[src/rtl/ultrasonic_tank_level_averager_unit_assert.svh]
// assertion macros shared by the tank level averager rtl
`ifndef ULTRASONIC_TANK_LEVEL_AVERAGER_UNIT_ASSERT_SVH
`define ULTRASONIC_TANK_LEVEL_AVERAGER_UNIT_ASSERT_SVH

// same-cycle implication, checked after reset
`define UTLA_ASSERT_IMP(label, ante, cons) \
  label: assert property (@(posedge clk) disable iff (!rst_n) (ante) |-> (cons)) \
    else $error("utla assertion failed");

// next-cycle implication, checked after reset
`define UTLA_ASSERT_NXT(label, ante, cons) \
  label: assert property (@(posedge clk) disable iff (!rst_n) (ante) |=> (cons)) \
    else $error("utla assertion failed");

`endif

[src/rtl/utla_pkg.sv]
// shared types, constants and codes of the tank level averager
package utla_pkg;

  // echo to distance scale, unsigned q16
  localparam logic [16:0] HALF_SPEED_Q16 = 17'd111411;
  localparam logic [6:0]  MAX_READINGS   = 7'd64;
  localparam logic [15:0] PCT_SCALE      = 16'd1000;

  // widths
  localparam int ECHO_W   = 16;
  localparam int PROD_W   = 33;
  localparam int DIST_W   = 17;
  localparam int SUM_W    = 22;
  localparam int CNT_W    = 7;
  localparam int DIV_W    = 26;
  localparam int DIVR_W   = 16;
  localparam int DIV_CW   = 5;
  localparam int MUL_CW   = 4;
  localparam int LVL_W    = 24;
  localparam int OUT_W    = 56;

  // configuration register indexes
  localparam logic [2:0] REG_READINGS  = 3'd0;
  localparam logic [2:0] REG_MAX_DIST  = 3'd1;
  localparam logic [2:0] REG_TANK_H    = 3'd2;
  localparam logic [2:0] REG_OFFSET    = 3'd3;
  localparam logic [2:0] REG_TH_HIGH   = 3'd4;
  localparam logic [2:0] REG_TH_MEDIUM = 3'd5;
  localparam logic [2:0] REG_TH_LOW    = 3'd6;
  localparam logic [2:0] REG_TH_CRIT   = 3'd7;

  // level status codes
  localparam logic [2:0] LVL_EMPTY    = 3'd0;
  localparam logic [2:0] LVL_CRITICAL = 3'd1;
  localparam logic [2:0] LVL_LOW      = 3'd2;
  localparam logic [2:0] LVL_MEDIUM   = 3'd3;
  localparam logic [2:0] LVL_HIGH     = 3'd4;

  // sequencer states
  typedef enum logic [3:0] {
    S_IDLE,
    S_MUL,
    S_ACC,
    S_AVG_GO,
    S_AVG_WAIT,
    S_LEVEL,
    S_PCT_GO,
    S_PCT_WAIT,
    S_BAR_GO,
    S_BAR_WAIT,
    S_EMIT
  } utla_state_t;

  // divider status toward the sequencer
  typedef struct packed {
    logic busy;
    logic done;
  } div_status_t;

endpackage

[src/rtl/utla_serial_div.sv]
// bit-serial restoring divider, one quotient bit per cycle
module utla_serial_div (
  input  logic                        clk,
  input  logic                        rst_n,
  input  logic                        start,
  input  logic [utla_pkg::DIV_W-1:0]  dividend,
  input  logic [utla_pkg::DIVR_W-1:0] divisor,
  output logic [utla_pkg::DIV_W-1:0]  quotient,
  output utla_pkg::div_status_t       status
);
  import utla_pkg::*;

  localparam logic [DIV_CW-1:0] LAST_STEP = DIV_CW'(DIV_W - 1);

  logic [DIV_W-1:0]  dvd_r, dvd_nxt;
  logic [DIVR_W-1:0] rem_r, rem_nxt;
  logic [DIVR_W-1:0] dvs_r;
  logic [DIV_CW-1:0] cnt_r;
  logic              busy_r;
  logic              done_r;
  logic [DIVR_W:0]   trial;
  logic [DIVR_W:0]   diff;

  // one trial subtraction per cycle
  always_comb begin
    trial = {rem_r, dvd_r[DIV_W-1]};
    diff  = trial - {1'b0, dvs_r};
    if (!diff[DIVR_W]) begin
      rem_nxt = diff[DIVR_W-1:0];
      dvd_nxt = {dvd_r[DIV_W-2:0], 1'b1};
    end else begin
      rem_nxt = trial[DIVR_W-1:0];
      dvd_nxt = {dvd_r[DIV_W-2:0], 1'b0};
    end
  end

  // control
  always_ff @(posedge clk) begin
    if (!rst_n) begin
      busy_r <= 1'b0;
      done_r <= 1'b0;
      cnt_r  <= '0;
    end else begin
      done_r <= busy_r && (cnt_r == LAST_STEP);
      if (start) begin
        busy_r <= 1'b1;
        cnt_r  <= '0;
      end else if (busy_r) begin
        cnt_r <= cnt_r + 1'b1;
        if (cnt_r == LAST_STEP) begin
          busy_r <= 1'b0;
        end
      end
    end
  end

  // datapath
  always_ff @(posedge clk) begin
    if (start) begin
      dvd_r <= dividend;
      rem_r <= '0;
      dvs_r <= divisor;
    end else if (busy_r) begin
      dvd_r <= dvd_nxt;
      rem_r <= rem_nxt;
    end
  end

  assign quotient    = dvd_r;
  assign status.busy = busy_r;
  assign status.done = done_r;

endmodule

[src/rtl/ultrasonic_tank_level_averager_unit.sv]
// ultrasonic tank level averager: echo scaling, batch averaging and fill outputs
// a reading runs a bit-serial multiply of the echo before in_tready returns for the next
// a batch-closing reading reaches out_tvalid, and in_tready returns, after three passes
// of the shared bit-serial divider (average, percent, bar) and a free output register;
// zero tank height skips the percent pass, no valid reading skips two (average, percent)
// synchronous active-low reset restores default registers and clears the sequencer, batch and held state and out_tvalid
module ultrasonic_tank_level_averager_unit (
  input  logic                       clk,
  input  logic                       rst_n,
  // echo_width_us[15:0]
  input  logic [15:0]                in_tdata,
  input  logic                       in_tvalid,
  output logic                       in_tready,
  // distance[15:0], liquid_level[31:16], fill_percent[41:32],
  // level_status[44:42], bar_height[51:45], zero padding[55:52]
  output logic [utla_pkg::OUT_W-1:0] out_tdata,
  // sensor_error[0]
  output logic                       out_tuser,
  output logic                       out_tvalid,
  input  logic                       out_tready,
  input  logic                       cfg_wr_en,
  input  logic [2:0]                 cfg_index,
  input  logic [15:0]                cfg_data
);
  import utla_pkg::*;

  localparam logic [MUL_CW-1:0] MUL_LAST = MUL_CW'(ECHO_W - 1);

  // configuration registers
  logic [6:0]  readings_r;
  logic [15:0] max_dist_r;
  logic [15:0] tank_h_r;
  logic [15:0] offset_r;
  logic [9:0]  th_high_r;
  logic [9:0]  th_medium_r;
  logic [9:0]  th_low_r;
  logic [9:0]  th_crit_r;

  // sequencer and batch state
  utla_state_t       state_r, state_nxt;
  logic [ECHO_W-1:0] echo_r;
  logic [PROD_W-1:0] acc_r;
  logic [MUL_CW-1:0] mul_cnt_r;
  logic [SUM_W-1:0]  sum_r, sum_nxt;
  logic [CNT_W-1:0]  valid_cnt_r, valid_cnt_nxt;
  logic [CNT_W-1:0]  read_cnt_r, read_cnt_nxt;
  logic [15:0]       held_level_r;
  logic [9:0]        held_pct_r;
  logic [SUM_W-1:0]  dist_r;
  logic              err_r;
  logic [6:0]        bar_r;

  // output register
  logic              out_valid_r;
  logic [15:0]       out_dist_r;
  logic [15:0]       out_level_r;
  logic [9:0]        out_pct_r;
  logic [2:0]        out_status_r;
  logic [6:0]        out_bar_r;
  logic              out_err_r;

  // combinational helpers
  logic [DIST_W-1:0] dist_now;
  logic              reading_ok;
  logic [CNT_W-1:0]  batch_len;
  logic              batch_close;
  logic [LVL_W-1:0]  level_raw;
  logic [15:0]       level_clamp;
  logic [2:0]        status_now;
  logic              out_free;
  logic              in_ready;
  logic              div_start;
  logic [DIV_W-1:0]  div_dividend;
  logic [DIVR_W-1:0] div_divisor;
  logic [DIV_W-1:0]  div_quot;
  div_status_t       div_st;
  logic              div_wait;
  logic              emit_go;

  // shared divider
  utla_serial_div u_div (
    .clk      (clk),
    .rst_n    (rst_n),
    .start    (div_start),
    .dividend (div_dividend),
    .divisor  (div_divisor),
    .quotient (div_quot),
    .status   (div_st)
  );

  // reading check and batch bookkeeping
  always_comb begin
    dist_now   = acc_r[PROD_W-1:ECHO_W];
    reading_ok = (dist_now != '0) && (dist_now <= {1'b0, max_dist_r});
    if (readings_r == '0) begin
      batch_len = 7'd1;
    end else if (readings_r > MAX_READINGS) begin
      batch_len = MAX_READINGS;
    end else begin
      batch_len = readings_r;
    end
    if (reading_ok) begin
      sum_nxt       = sum_r + {{(SUM_W-DIST_W){1'b0}}, dist_now};
      valid_cnt_nxt = valid_cnt_r + 1'b1;
    end else begin
      sum_nxt       = sum_r;
      valid_cnt_nxt = valid_cnt_r;
    end
    read_cnt_nxt = read_cnt_r + 1'b1;
    batch_close  = (read_cnt_nxt >= batch_len);
  end

  // level from averaged distance, clamped to zero and to the tank height
  always_comb begin
    level_raw = {8'd0, tank_h_r} + {8'd0, offset_r} - {2'd0, dist_r};
    if (level_raw[LVL_W-1]) begin
      level_clamp = '0;
    end else if (level_raw > {8'd0, tank_h_r}) begin
      level_clamp = tank_h_r;
    end else begin
      level_clamp = level_raw[15:0];
    end
  end

  // five-way status of the held percentage
  always_comb begin
    if (held_pct_r >= th_high_r) begin
      status_now = LVL_HIGH;
    end else if (held_pct_r >= th_medium_r) begin
      status_now = LVL_MEDIUM;
    end else if (held_pct_r >= th_low_r) begin
      status_now = LVL_LOW;
    end else if (held_pct_r >= th_crit_r) begin
      status_now = LVL_CRITICAL;
    end else begin
      status_now = LVL_EMPTY;
    end
  end

  assign out_free = !out_valid_r || out_tready;

  // next state
  always_comb begin
    state_nxt = state_r;
    case (state_r)
      S_IDLE: begin
        if (in_tvalid) state_nxt = S_MUL;
      end
      S_MUL: begin
        if (mul_cnt_r == MUL_LAST) state_nxt = S_ACC;
      end
      S_ACC: begin
        if (!batch_close) begin
          state_nxt = S_IDLE;
        end else if (valid_cnt_nxt == '0) begin
          state_nxt = S_BAR_GO;
        end else begin
          state_nxt = S_AVG_GO;
        end
      end
      S_AVG_GO:   state_nxt = S_AVG_WAIT;
      S_AVG_WAIT: begin
        if (div_st.done) state_nxt = S_LEVEL;
      end
      S_LEVEL: begin
        state_nxt = (tank_h_r == '0) ? S_BAR_GO : S_PCT_GO;
      end
      S_PCT_GO:   state_nxt = S_PCT_WAIT;
      S_PCT_WAIT: begin
        if (div_st.done) state_nxt = S_BAR_GO;
      end
      S_BAR_GO:   state_nxt = S_BAR_WAIT;
      S_BAR_WAIT: begin
        if (div_st.done) state_nxt = S_EMIT;
      end
      S_EMIT: begin
        if (out_free) state_nxt = S_IDLE;
      end
      default:    state_nxt = S_IDLE;
    endcase
  end

  // sequencer outputs and divider operands
  always_comb begin
    in_ready     = 1'b0;
    div_start    = 1'b0;
    div_dividend = '0;
    div_divisor  = PCT_SCALE;
    case (state_r)
      S_IDLE: in_ready = 1'b1;
      S_AVG_GO: begin
        div_start    = 1'b1;
        div_dividend = {{(DIV_W-SUM_W){1'b0}}, sum_r};
        div_divisor  = {{(DIVR_W-CNT_W){1'b0}}, valid_cnt_r};
      end
      S_PCT_GO: begin
        div_start    = 1'b1;
        div_dividend = {held_level_r, 10'd0} - {6'd0, held_level_r, 4'd0}
                     - {7'd0, held_level_r, 3'd0};
        div_divisor  = tank_h_r;
      end
      S_BAR_GO: begin
        div_start    = 1'b1;
        div_dividend = {{(DIV_W-17){1'b0}},
                        ({1'b0, held_pct_r, 6'd0} + {2'd0, held_pct_r, 5'd0}
                       + {5'd0, held_pct_r, 2'd0} + {6'd0, held_pct_r, 1'b0})};
        div_divisor  = PCT_SCALE;
      end
      default: begin
        in_ready = 1'b0;
      end
    endcase
  end

  assign in_tready = in_ready;

  // configuration registers
  always_ff @(posedge clk) begin
    if (!rst_n) begin
      readings_r  <= 7'd10;
      max_dist_r  <= 16'd40000;
      tank_h_r    <= 16'd10000;
      offset_r    <= 16'd2000;
      th_high_r   <= 10'd800;
      th_medium_r <= 10'd500;
      th_low_r    <= 10'd250;
      th_crit_r   <= 10'd100;
    end else if (cfg_wr_en) begin
      case (cfg_index)
        REG_READINGS:  readings_r  <= cfg_data[6:0];
        REG_MAX_DIST:  max_dist_r  <= cfg_data;
        REG_TANK_H:    tank_h_r    <= cfg_data;
        REG_OFFSET:    offset_r    <= cfg_data;
        REG_TH_HIGH:   th_high_r   <= cfg_data[9:0];
        REG_TH_MEDIUM: th_medium_r <= cfg_data[9:0];
        REG_TH_LOW:    th_low_r    <= cfg_data[9:0];
        REG_TH_CRIT:   th_crit_r   <= cfg_data[9:0];
        default:       readings_r  <= readings_r;
      endcase
    end
  end

  // state, batch accumulators and held results
  always_ff @(posedge clk) begin
    if (!rst_n) begin
      state_r      <= S_IDLE;
      sum_r        <= '0;
      valid_cnt_r  <= '0;
      read_cnt_r   <= '0;
      held_level_r <= '0;
      held_pct_r   <= '0;
      err_r        <= 1'b0;
      mul_cnt_r    <= '0;
    end else begin
      state_r <= state_nxt;
      case (state_r)
        S_IDLE: begin
          mul_cnt_r <= '0;
        end
        S_MUL: begin
          mul_cnt_r <= mul_cnt_r + 1'b1;
        end
        S_ACC: begin
          sum_r       <= sum_nxt;
          valid_cnt_r <= valid_cnt_nxt;
          read_cnt_r  <= read_cnt_nxt;
          err_r       <= (valid_cnt_nxt == '0);
        end
        S_LEVEL: begin
          held_level_r <= level_clamp;
          if (tank_h_r == '0) held_pct_r <= '0;
        end
        S_PCT_WAIT: begin
          if (div_st.done) held_pct_r <= div_quot[9:0];
        end
        S_EMIT: begin
          if (out_free) begin
            sum_r       <= '0;
            valid_cnt_r <= '0;
            read_cnt_r  <= '0;
          end
        end
        default: begin
          err_r <= err_r;
        end
      endcase
    end
  end

  // serial multiply, one echo bit per cycle from the top, and divider captures
  always_ff @(posedge clk) begin
    if (state_r == S_IDLE && in_tvalid) begin
      echo_r <= in_tdata;
      acc_r  <= '0;
    end else if (state_r == S_MUL) begin
      acc_r  <= {acc_r[PROD_W-2:0], 1'b0}
              + (echo_r[ECHO_W-1] ? {{(PROD_W-17){1'b0}}, HALF_SPEED_Q16} : '0);
      echo_r <= {echo_r[ECHO_W-2:0], 1'b0};
    end
    if (state_r == S_AVG_WAIT && div_st.done) dist_r <= div_quot[SUM_W-1:0];
    if (state_r == S_BAR_WAIT && div_st.done) bar_r <= div_quot[6:0];
  end

  // output register
  always_ff @(posedge clk) begin
    if (!rst_n) begin
      out_valid_r <= 1'b0;
    end else if (state_r == S_EMIT && out_free) begin
      out_valid_r <= 1'b1;
    end else if (out_tready) begin
      out_valid_r <= 1'b0;
    end
  end

  always_ff @(posedge clk) begin
    if (state_r == S_EMIT && out_free) begin
      out_err_r    <= err_r;
      out_dist_r   <= err_r ? 16'd0 : dist_r[15:0];
      out_level_r  <= held_level_r;
      out_pct_r    <= held_pct_r;
      out_status_r <= status_now;
      out_bar_r    <= bar_r;
    end
  end

  assign out_tvalid = out_valid_r;
  assign out_tuser  = out_err_r;
  assign out_tdata  = {4'd0, out_bar_r, out_status_r, out_pct_r, out_level_r, out_dist_r};

  // checks
  assign div_wait = (state_r == S_AVG_WAIT) || (state_r == S_PCT_WAIT)
                 || (state_r == S_BAR_WAIT);
  assign emit_go  = (state_r == S_EMIT) && out_free;

  `include "ultrasonic_tank_level_averager_unit_assert.svh"

  `UTLA_ASSERT_IMP(a_div_done_in_wait, div_st.done, div_wait)
  `UTLA_ASSERT_IMP(a_pct_in_range, 1'b1, held_pct_r <= PCT_SCALE[9:0])
  `UTLA_ASSERT_IMP(a_batch_bounded, 1'b1, read_cnt_r <= MAX_READINGS)
  `UTLA_ASSERT_NXT(a_accept_starts_mul, in_tvalid && in_tready, state_r == S_MUL)
  `UTLA_ASSERT_NXT(a_emit_loads_out, emit_go, out_valid_r && (state_r == S_IDLE))

endmodule
[config.mk]
export PLATFORM = sky130hd
export DESIGN_NAME = ultrasonic_tank_level_averager_unit
export DESIGN_NICKNAME = d
export VERILOG_FILES = /design/src/rtl/utla_pkg.sv /design/src/rtl/utla_serial_div.sv /design/src/rtl/ultrasonic_tank_level_averager_unit.sv
export VERILOG_INCLUDE_DIRS = /design/src /design/src/rtl
export SDC_FILE = /design/constraint.sdc
export NUM_CORES = 1
export LEC_CHECK = 0
export ABC_AREA = 1
export BUFFER_PORTS_ARGS = -buffer_cell sky130_fd_sc_hd__buf_2
export CELL_PAD_IN_SITES_DETAIL_PLACEMENT = 1
export CELL_PAD_IN_SITES_GLOBAL_PLACEMENT = 1
export CORE_ASPECT_RATIO = 0.8
export CORE_MARGIN = 2
export CORE_UTILIZATION = 47
export CTS_CLUSTER_SIZE = 28
export DETAILED_ROUTE_END_ITERATION = 6
export PLACE_DENSITY = 0.87
export REMOVE_ABC_BUFFERS = 1
export SLEW_MARGIN = 20
export SYNTH_ARGS = -nofsm -noshare
export SYNTH_HDL_FRONTEND = slang
export SYNTH_HIERARCHICAL = 1
export SYNTH_SLANG_ARGS = --single-unit
export TNS_END_PERCENT = 1
[constraint.sdc]
create_clock -name clk -period 6.5 [get_ports clk]
set_input_delay 1.625 -clock clk [delete_from_list [all_inputs] [get_ports clk]]
set_output_delay 1.625 -clock clk [all_outputs]
set_load 0.1 [all_outputs]
# Yosys cells after proc, flatten, opt, wreduce, memory -nomap -nowiden
# Index checks and enable logic that the tools add are counted.
# W data, S select, Z words.
[word_totals] reg_bits=363 input_bits=40 output_inout_bits=59 wordCells=161
[classes] add_sub_neg=14 order_cmp=8 eq_ne=27 muxes=44 bitwise=1 n_reduce_logical=34
[ops] op="$mux W16" count=5
[ops] op="$pmux W26 S3" count=1
[ops] op="$mux W26" count=2
[ops] op="$mux W22" count=2
[ops] op="$pmux W22 S2" count=1
[ops] op="$pmux W4 S11" count=1
[ops] op="$ge A10 B10 Y1" count=4
[ops] op="$mux W4" count=9
[ops] op="$add A33 B17 Y33" count=1
[ops] op="$pmux W16 S2" count=1
[ops] op="$mux W7" count=4
[ops] op="$pmux W7 S2" count=2
[ops] op="$sub A26 B19 Y26" count=1
[ops] op="$sub A26 B20 Y26" count=1
[ops] op="$gt A24 B16 Y1" count=1
[ops] op="$sub A17 B22 Y23" count=1
[ops] op="$add A22 B17 Y22" count=1
[ops] op="$mux W10" count=2
[ops] op="$pmux W10 S2" count=1
[ops] op="$reduce_and A2 Y1" count=9
[ops] op="$add A16 B15 Y17" count=1
[ops] op="$add A16 B16 Y17" count=1
[ops] op="$add A17 B11 Y17" count=1
[ops] op="$add A17 B12 Y17" count=1
[ops] op="other kinds (35)" count=74

# Depth between registers and ports, before layout
[logic_depth] ltp_word=7 depth_mapped=28 depth_no_buf=27

# Modules after synthesis
# Netlist, hierarchy kept.
[by_module_without_submodules] module="ultrasonic_tank_level_averager_unit" instances=1 cells_per_inst=2375 area_per_inst_um2=18778.0 seq_area_each_um2=6946.7
[by_module_without_submodules] module="utla_serial_div" instances=1 cells_per_inst=509 area_per_inst_um2=3743.6 seq_area_each_um2=1721.7

# Worst setup path before layout
# Ideal clock, no wire load.
[synth_timing] path_kind="input-to-reg" start="input out_tready" end="register valid_cnt_r[0]" arrival_time_ns=4.923 required_ns=6.368 slack_ns=1.445 stages=8 cell_sequence="nor2_1 nor2_1 inv_1 nand2_1 inv_2 clkbuf_1 nand2_1 a21oi_1"
[synth_via] elab_chain_len=3
[synth_lines] element="start: declaration" line="ultrasonic_tank_level_averager_unit.sv:20" rtl="input logic out_tready,"
[synth_lines] element="$logic_or A1 B1 Y1" line="ultrasonic_tank_level_averager_unit.sv:140" rtl="assign out_free = !out_valid_r || out_tready;"
[synth_lines] element="$ne A2 B2 Y1 (no source line)"
[synth_lines] element="$reduce_and A2 Y1 (no source line)"
[synth_lines] element="end signal: assignment" line="ultrasonic_tank_level_averager_unit.sv:265" rtl="valid_cnt_r <= valid_cnt_nxt;"
[synth_lines] element="end: declaration" line="ultrasonic_tank_level_averager_unit.sv:45" rtl="logic [CNT_W-1:0] valid_cnt_r, valid_cnt_nxt;"
# Every way passes these cells.
# A chain may end at the register's enable or synchronous reset.

# Worst setup path after layout
[layout_timing] start="register tank_h_r[1]" end="register held_level_r[14]"
[layout_via] elab_chain_len=5
[layout_lines] element="start: declaration" line="ultrasonic_tank_level_averager_unit.sv:32" rtl="logic [15:0] tank_h_r;"
[layout_lines] element="start signal: assignment" line="ultrasonic_tank_level_averager_unit.sv:232" rtl="REG_TANK_H: tank_h_r <= cfg_data;"
[layout_lines] element="$add A16 B16 Y17" line="ultrasonic_tank_level_averager_unit.sv:115" rtl="level_raw = {8'd0, tank_h_r} + {8'd0, offset_r} - {2'd0, dist_r};"
[layout_lines] element="$sub A17 B22 Y23" line="ultrasonic_tank_level_averager_unit.sv:115"
[layout_lines] element="$gt A24 B16 Y1" line="ultrasonic_tank_level_averager_unit.sv:118" rtl="end else if (level_raw > {8'd0, tank_h_r}) begin"
[layout_lines] element="$mux W16" line="ultrasonic_tank_level_averager_unit.sv:118"
[layout_lines] element="$mux W16 *" line="ultrasonic_tank_level_averager_unit.sv:116" rtl="if (level_raw[LVL_W-1]) begin"
[layout_lines] element="end signal: assignment" line="ultrasonic_tank_level_averager_unit.sv:270" rtl="held_level_r <= level_clamp;"
[layout_lines] element="end: declaration" line="ultrasonic_tank_level_averager_unit.sv:47" rtl="logic [15:0] held_level_r;"
# Every way passes the cells marked *; elsewhere a longest branch is shown, timed or not.

==> run metrics <==
WP buf/inv=2; CP Launch Type=flip-flop; slowest CP cell=nor3b_4; drt first pass iters=7; critical path type=reg2reg; CP Capture Type=flip-flop; Slew Limit Fails=0; Syn Area/Cell=7.809 um^2; CTS buffer count=40; initial antenna violation count=0; outcome=complete, but fails checks; Cell Area, Synth=between 20000 and 25000 um^2; H-tree level count=2; ANT nets after route=0; hold buffers post-CTS=0; maximum clock frequency=around 200 MHz; area of the die=approximately 50000 um^2; Final setup viols=0; Area Overhead vs Synth=10.76%; Post-Place Cell Area=about 24000 um^2; Vias=just over 20k; Synth warnings=6; Mapped Cells=roughly 2.9k; routed length per instance=about 20 um; global-route wire length before repair=116200 um; Max-slew headroom=about a quarter; Post-Route WL=roughly 73000 um; Setup TNS Final=0 ns; CTS tree=yes; 1st-iter DRT viols=between 1.5k and 2k; Final Hold Fails=0; worst hold path class=reg2reg; Worst EP required=6.98 ns; Tcrit/Tclk final=76.26%; CP Cell Sequence=inv_1 > fa_1 > inv_1 > ha_1 > nand2_1 > nand2_1 > o21ai_1 > o21ai_0 > a21oi_1 > o21bai_1 > xor2_1 > ha_1 > nand3_1 > nor3_2 > nand3_1 > a21boi_1 > nor3b_4 > nand2_4 > nand2_1 > nand3_1 > a21oi_1; die width=about 250 um; Placer Congestion=slightly above 0.9; core footprint=approximately 47000 um^2; total clock sinks=363; Boundary Pins=99; DR vias/cell=roughly 5.7; # Post-CTS Setup Buffers=0; largest net degree at the start of global routing=62; Total GRT Usage=between 20% and 30%; Root Driver=clkbuf_16; Clock Path Buffers=3; Worst Tran Pin Value=roughly 1.1 ns; number of global-route vias before repair=21.37k; unrepaired setup endpoints after global routing=no; violated checks=DRC; row cnt=between 70 and 80; layout cells sized above 1=7.816%; Finished Core Util=52.87%; Final HPWL DP=about 55000 um; Clock transition at path regs=~0.070 ns; Max FO, Critical Path=17; Fillers=5852; Worst Path Arrival=~5.4 ns; post-cts sizing count=0; delay-heaviest family, CP=simple AND/OR/NAND/NOR gates; nets@finish=3241; chip height=about 200 um; starting density of the core=around 48%; Clk Latency, worst-skew pair=between 0.5 and 0.6 ns; CP peak stage delay=~0.69 ns; cell area after layout=approximately 25000 um^2; pwr dens=roughly 290 nW/um^2; maxcap violations=0; total gr overflow=0; skew final=around 0.019 ns; Lkg Pwr=between 10 and 15 nW; Post-route DRC=7; maximum vdd ir drop=roughly 0.0002 V; min Tclk post-route=~5 ns; PortBufs=94; ant diodes=0
registers in the layout (all words and copies together) (netlist names), 10 cells and up:
name,cells
acc_r,33
dist_r,22
echo_r,16
held_level_r,16
held_pct_r,10
max_dist_r,16
offset_r,16
out_dist_r,16
out_level_r,16
out_pct_r,10
sum_r,22
tank_h_r,16
th_crit_r,10
th_high_r,10
th_low_r,10
th_medium_r,10
u_div/dvs_r,16
u_div/quotient,26
u_div/rem_r,16
cell usage in the layout (no fill, tap or decap), types with 94 or more instances in the layout:
master	n
edfxtp_1	140
ha_1	199
a21oi_1	246
nand2_1	684
buf_2	94
nand3_1	124
inv_1	410
o21ai_0	160
nor2_1	219
dfxtp_1	223
final cells by class:
class	count	area (um^2)	area share [%]
clock buffers	55	1139	4.566
clock inverters	19	229.0	0.9182
inverters	426	1599	6.412
multi-input cells	2019	11920	47.80
flip-flops and latches	363	8668	34.76
well taps	620	775.7	3.111
repair buffers	112	605.6	2.428
power breakdown:
group / internal (mW) / total, mW / switching, mW
sequential: 2.62 / 2.88 / 0.261
combinational: 0.591 / 1.81 / 1.22
clock: 1.43 / 2.42 / 0.994
path summary, 6_finish.rpt:
kind / from / endpoint / slack (ns) / cells after the start
min reg2reg: bar_r[5]$_DFFE_PP_ / out_bar_r[5]$_DFFE_PP_ / 0.42 / 0
max: tank_h_r[1]$_SDFFE_PN0P_ / held_level_r[14]$_SDFFE_PN0P_ / 1.54 / 21
min: bar_r[5]$_DFFE_PP_ / out_bar_r[5]$_DFFE_PP_ / 0.42 / 0
max reg2reg: tank_h_r[1]$_SDFFE_PN0P_ / held_level_r[14]$_SDFFE_PN0P_ / 1.54 / 21
metal layers:
metal | vias to the layer above | global-route usage, % | wire length [um]
met5 | - | 0 | 0
met4 | 0 | 8.418 | 1932
met3 | 138 | 4.240 | 5171
met2 | 677 | 49.19 | 33010
met1 | 10130 | 40.34 | 33130
li1 | 9679 | - | -
per-stage QoR:
stage / setup WS, ns / instances / hold slack [ns] / total power, mW
2_1_floorplan: 1.463 / 2808 / 0.4003 / 4.089
3_3_place_gp: 1.964 / 3540 / 0.4057 / 4.563
6_report: 1.543 / 3614 / 0.4215 / 7.114
4_1_cts: 1.662 / 3614 / 0.4226 / 7.128
3_5_place_dp: 1.698 / 3540 / 0.4080 / 4.688
5_1_grt: 1.247 / 3614 / 0.4254 / 7.478
Power figures use the tool's default switching activity.
